==> src/sv/plsx_pkg.sv <==
// ----------------------------------------------------------------------------
// plsx_pkg - shared types and constants
// Item, configuration and state types for the percentile levels stretch.
// ----------------------------------------------------------------------------
package plsx_pkg;

	localparam int          MAX_PIXELS = 4194304;
	localparam int          CNT_W      = 23;
	localparam int          CNT_MAX    = (1 << CNT_W) - 1;
	localparam int          PIX_CAP_I  = (MAX_PIXELS > CNT_MAX) ? CNT_MAX : MAX_PIXELS;
	localparam logic [CNT_W-1:0] PIX_CAP = CNT_W'(PIX_CAP_I);
	localparam int          BINS       = 256;
	localparam int          THR_W      = 30;
	localparam int          FIFO_DEPTH = 4;

	localparam logic [1:0] REG_LOW_PCT  = 2'd0;
	localparam logic [1:0] REG_HIGH_PCT = 2'd1;
	localparam logic [1:0] REG_MIN_SPAN = 2'd2;
	localparam logic [1:0] REG_WIDEN    = 2'd3;

	localparam logic OP_HIST  = 1'b0;
	localparam logic OP_APPLY = 1'b1;

	typedef struct packed {
		logic        op;
		logic [31:0] pixel;
		logic        last;
	} item_t;

	typedef struct packed {
		logic  valid;
		item_t item;
	} head_t;

	typedef struct packed {
		logic clearing;
	} bk_stat_t;

	typedef struct packed {
		logic [6:0] low_pct;
		logic [6:0] high_pct;
		logic [7:0] min_span;
		logic [7:0] widen_step;
	} cfg_t;

	typedef enum logic [2:0] {
		ST_CLR,
		ST_IDLE,
		ST_HUPD,
		ST_SMUL,
		ST_SWEEP,
		ST_SFIN,
		ST_DIV,
		ST_AOUT
	} bk_state_t;

	typedef enum logic [1:0] {
		LM_PASS,
		LM_ZERO,
		LM_DIV
	} lane_mode_t;

	function automatic logic [6:0] pct_clamp(input logic [6:0] p);
		return (p > 7'd100) ? 7'd100 : p;
	endfunction

endpackage

==> src/sv/plsx_front.sv <==
// ----------------------------------------------------------------------------
// plsx_front - input queue
// Takes pixel beats and holds them until the back end picks them up.
// ----------------------------------------------------------------------------
module plsx_front (
	input  logic              clk,
	input  logic              arst_n,
	input  logic              push,
	output logic              full,
	input  plsx_pkg::item_t   item,
	input  plsx_pkg::bk_stat_t stat,
	output plsx_pkg::head_t   head,
	input  logic              take
);
	import plsx_pkg::*;

	localparam int PW = $clog2(FIFO_DEPTH);

	item_t         buf_q [FIFO_DEPTH];
	logic [PW-1:0] wr_q, rd_q;
	logic [PW:0]   cnt_q;
	logic          do_push, do_pop;

	// no beat taken while the histograms are being cleared after reset
	assign full    = (cnt_q == (PW+1)'(FIFO_DEPTH)) || stat.clearing;
	assign do_push = push && !full;
	assign do_pop  = take && (cnt_q != '0);

	assign head.valid = (cnt_q != '0);
	assign head.item  = buf_q[rd_q];

	always_ff @(posedge clk) begin
		if (do_push) begin
			buf_q[wr_q] <= item;
		end
	end

	always_ff @(posedge clk or negedge arst_n) begin
		if (!arst_n) begin
			wr_q  <= '0;
			rd_q  <= '0;
			cnt_q <= '0;
		end else begin
			if (do_push) wr_q <= wr_q + 1'b1;
			if (do_pop)  rd_q <= rd_q + 1'b1;
			case ({do_push, do_pop})
				2'b10:   cnt_q <= cnt_q + 1'b1;
				2'b01:   cnt_q <= cnt_q - 1'b1;
				default: cnt_q <= cnt_q;
			endcase
		end
	end
endmodule

==> config.mk <==
export PLATFORM = sky130hd
export DESIGN_NAME = plsx_front
export DESIGN_NICKNAME = d
export VERILOG_FILES = /design/src/sv/plsx_pkg.sv /design/src/sv/plsx_front.sv
export SDC_FILE = /design/constraint.sdc
export NUM_CORES = 1
export LEC_CHECK = 0
export ABC_AREA = 1
export BUFFER_PORTS_ARGS = -buffer_cell sky130_fd_sc_hd__buf_2
export CELL_PAD_IN_SITES_DETAIL_PLACEMENT = 1
export CELL_PAD_IN_SITES_GLOBAL_PLACEMENT = 2
export CORE_AREA = 2 2 128 118
export DETAILED_ROUTE_END_ITERATION = 7
export DIE_AREA = 0 0 130 120
export GPL_TIMING_DRIVEN = 1
export PLACE_DENSITY_LB_ADDON = 0.1
export SYNTH_ARGS = -nofsm -noshare
export SYNTH_HDL_FRONTEND = slang
export SYNTH_SLANG_ARGS = --single-unit
==> constraint.sdc <==
create_clock -name clk -period 4.6 [get_ports clk]
set_clock_uncertainty 0.05 [all_clocks]
set_input_delay 0.69 -clock clk [delete_from_list [all_inputs] [get_ports clk]]
set_output_delay 0.69 -clock clk [all_outputs]
set_load 0.1 [all_outputs]
Word level (Yosys, flattened, before mapping). Memories as Yosys holds them, arrays and structs flattened. Index checks and enable logic that the tools add are counted.

Word-level logic and storage cells: 20. Memories kept: 1. Bits of input ports: 39. Register bits: 7. RAM bits: 136.

Eq/ne operators: 3. Reduce and logical (&&, ||, !) cells: 6. Add/subtract/negate cells: 4. Mux-type cells: 3.

Memories: buf_q (depth 4, bits a word 34, rd ports 1, clocked after memory_dff 0, wr ports 1, line plsx_front.sv:19) `item_t buf_q [FIFO_DEPTH];`.

Operators by type and width (number): 3-bit case mux with 2 select lines (1); 2-bit by 1-bit adder with 2-bit output (second input constant) (2); 3-bit by 1-bit adder with 3-bit output (second input constant) (1); 3-bit equality test (second input constant) (1); 3-bit nonzero test (1); 3-bit by 1-bit subtractor with 3-bit output (second input constant) (1); 2-bit by 1-bit equality test with 1-bit output (second input constant) (1); 2-bit equality test (second input constant) (1); 1-bit logical AND (2); 1-bit 2-to-1 mux (2); 2-bit nonzero test (1); 1-bit logical NOT (1); 1-bit logical OR (1).

Longest topological paths before layout.
Word-level depth: 6. Depth in mapped cells: 12. Mapped depth without buffers: 12.

Worst setup path after synthesis. Ideal clock, no wire load.

Path type: reg-to-output. Start: register rd_q[0]. End: output port head[10] (netlist bit). Data required time: 3860 ps. Setup slack: 1705 ps. Cell stages (with the launch flop): 6. Arrival time: 2155 ps. Cell sequence: dfrtp_1 -> buf_4 -> inv_4 -> buf_2 -> o21ai_1 -> o21ai_1.

RTL lines: start: declaration (line plsx_front.sv:20) `logic [PW-1:0] wr_q, rd_q;`; start signal: assignment (line plsx_front.sv:45) `if (do_pop) rd_q <= rd_q + 1'b1;`; end: declaration (line plsx_front.sv:12) `output plsx_pkg::head_t head,`.

==> impl_metrics.csv <==
group,metric,value,unit
critical_path,crit_top_cell,"o21ai_1",
critical_path,worst-setup-path-type,"flip-flop to primary output",
timing,period_minus_slack,3.429,ns
clocking,root_buffer,"clkbuf_16",
die,rows,42,
global_routing,grt_pass1_wl,18.34,mm
critical_path,worstPathArrival,2.69,ns
die,num_io_pins,75,
clocking,cts.sinks,143,
routing,routedWlPerCell,16.32,um
critical_path,cp_cell_sequence,"inv_4, o21ai_1, o21ai_1, buf_2",
logic_synthesis,synth_area_leader_cell,"edfxtp_1",
logic_synthesis,syn_area_per_cell,13.13,um^2
timing,min_period_over_period,0.7455,
global_routing,grtUsageTotal,0.1581,
routing,vias,3463,
clocking,clk_latency,0.41,ns
clocking,postCtsHoldBufs,0,
clocking,cts_setup_buffers,0,
clocking,tritoncts,"yes",
timing,worst_slew_pin_slew,0.9641,ns
routing,ant_nets,0,
routing,drt_drc_violations_left,0,
routing,vias_per_cell,4.857,
logic_synthesis,ys_warn_count,0,
logic_synthesis,ys_types,19,
logic_synthesis,synthesis.area,5582,um^2
critical_path,cp-end-kind,"primary output",
routing,drtIter0Drc,226,
final_layout,multi_input_area,1157,um^2
final_layout,final_cell_mix,"edfxtp_1, nor2_1, o21ai_1",
die,die_w,130,um
timing,setup_tns,0,ns
timing,drv_slew,0,
logic_synthesis,yosysSeqAreaShare,0.7631,
global_routing,grt-ovfl-total,0,
die,die_area,15600,um^2
timing,setup_viol_count_final,0,
timing,max_freq,291.6,MHz
clocking,clockBufferDepth,2,
critical_path,critical-path-max-stage-delay,0.72,ns
timing,rsz0062_at_grt,"no",
job,cap_violations,0,
logic_synthesis,synthTopCellsByArea,"edfxtp_1, o21ai_1, nor2_1",
final_layout,drive_above_1_share,0.2214,
clocking,clk_pin_slew,0.06,ns
logic_synthesis,ys_seq_elements,143,
timing,hold_viol_final,0,
outcome,status,"complete, no violations",
clocking,cts_made_buffers,17,
critical_path,cp_slowest_cell,"inv_4",
final_layout,n_fill_cell,1509,
clocking,htreeDepth,4,
final_layout,area_delta_synth_final,20.42,%
clocking,cts_resized,0,
logic_synthesis,synth_nets,470,
global_routing,antenna_found_initial,1,
critical_path,required,3.86,ns
place,dp_hpwl,7.001,mm
logic_synthesis,synth_cells,425,
die,start_util,0.3891,
timing,max_slew_margin,0.3557,
critical_path,critPathMaxFanout,70,
critical_path,cp_num_buf_inv,2,
final_layout,final_common_cell,"edfxtp_1",
place,gp_congestion,0.6930,
die,die_h,120,um
final_layout,diodes,0,
place,port_buffers,74,
routing,wl,11.64,mm
final_layout,seq_area,4260,um^2
min_path,hold_path_class,"input port to asynchronous set/reset pin",
critical_path,start_kind,"flip-flop",
global_routing,grt_start_max_net_pins,71,
global_routing,first_global_vias,3581,
die,core,14350,um^2
logic_synthesis,synth_top_cell_area_share,0.7317,
routing,first_pass_iters,4,
critical_path,crit_family,"buffers and inverters",
final_layout,final_nets,547,
## registers in the layout (all words and copies together), names as in the netlist
register,flops
rd_q,2
buf_q,136
wr_q,2
cnt_q,3
## worst register-to-register path, cell delays in order, from the launching register on
cell     delay (ns)
dfrtp_1        0.38
nor2_1         0.07
nand2_1        0.13
nand3_2        0.26
nor2_4         0.82
buf_4          0.33
## cell type report
class,count,area share
sequential,143,0.6338
multi-input combinational,244,0.1722
tap,198,0.03686
clock inverter,14,0.02215
clock buffer,18,0.06385
timing repair buffer,80,0.06180
inverter,16,0.009308
## metal layers
layer	part of all wire	vias up	routed length, um	track usage
li1	-	1670	-	-
met3	0.038	11	442	0.03968
met4	0.0099	2	115	0.06048
met5	0.0011	-	13	0
met2	0.50	61	5841	0.2631
met1	0.45	1719	5224	0.1987
## synthesized netlist by cell type
master    instances
edfxtp_1        136
nor2_1          107
o21ai_1         102
nand2_1          20
inv_1            14
buf_2            13
dfrtp_1           7
buf_4             5
ha_1              5
nand3_1           3
nand4_1           3
buf_6             2
clkbuf_1          2
fa_1              1
inv_2             1
inv_4             1
nand3_2           1
o21ai_0           1
xnor2_1           1
## per-stage QoR
stage               hold slack (ns)  cells  utilization  setup WS [ns]  instance area, um^2
global placement             0.4414    681       0.4282          1.616                 6143
global route                0.05879    713       0.4685         0.9632                 6721
detailed placement           0.4429    681       0.4282          1.563                 6143
CTS                         0.05092    713       0.4685          1.105                 6721
floorplan                    0.3444    425            -          1.705                 5582
finish                      0.05696    713       0.4685          1.171                 6721
## cells by family after synthesis
kind of cell    synth area share
xor+xnor                0.001569
buf+inv                  0.03497
simple gates             0.09325
compound gates           0.09236
flops                     0.7631
fa+ha+maj                0.01480
## final timing paths
check / from / end / slack (ns) / cells after the start
setup / recovery: rd_q[0] / head[15] / 1.17 / 4
hold / removal: arst_n / cnt_q[0] / 0.06 / 1
setup reg to reg: cnt_q[0] / buf_q[2][28] / 2.26 / 5
hold reg to reg: cnt_q[0] / cnt_q[0] / 0.45 / 1
max in group asynchronous: arst_n / rd_q[0] / 4.27 / 1
min in group clk: item[18] / buf_q[3][18] / 0.44 / 1
Power is left out: the tool's default activity adds up to more than one toggle a clock period on the data nets, which glitch-free logic cannot reach.
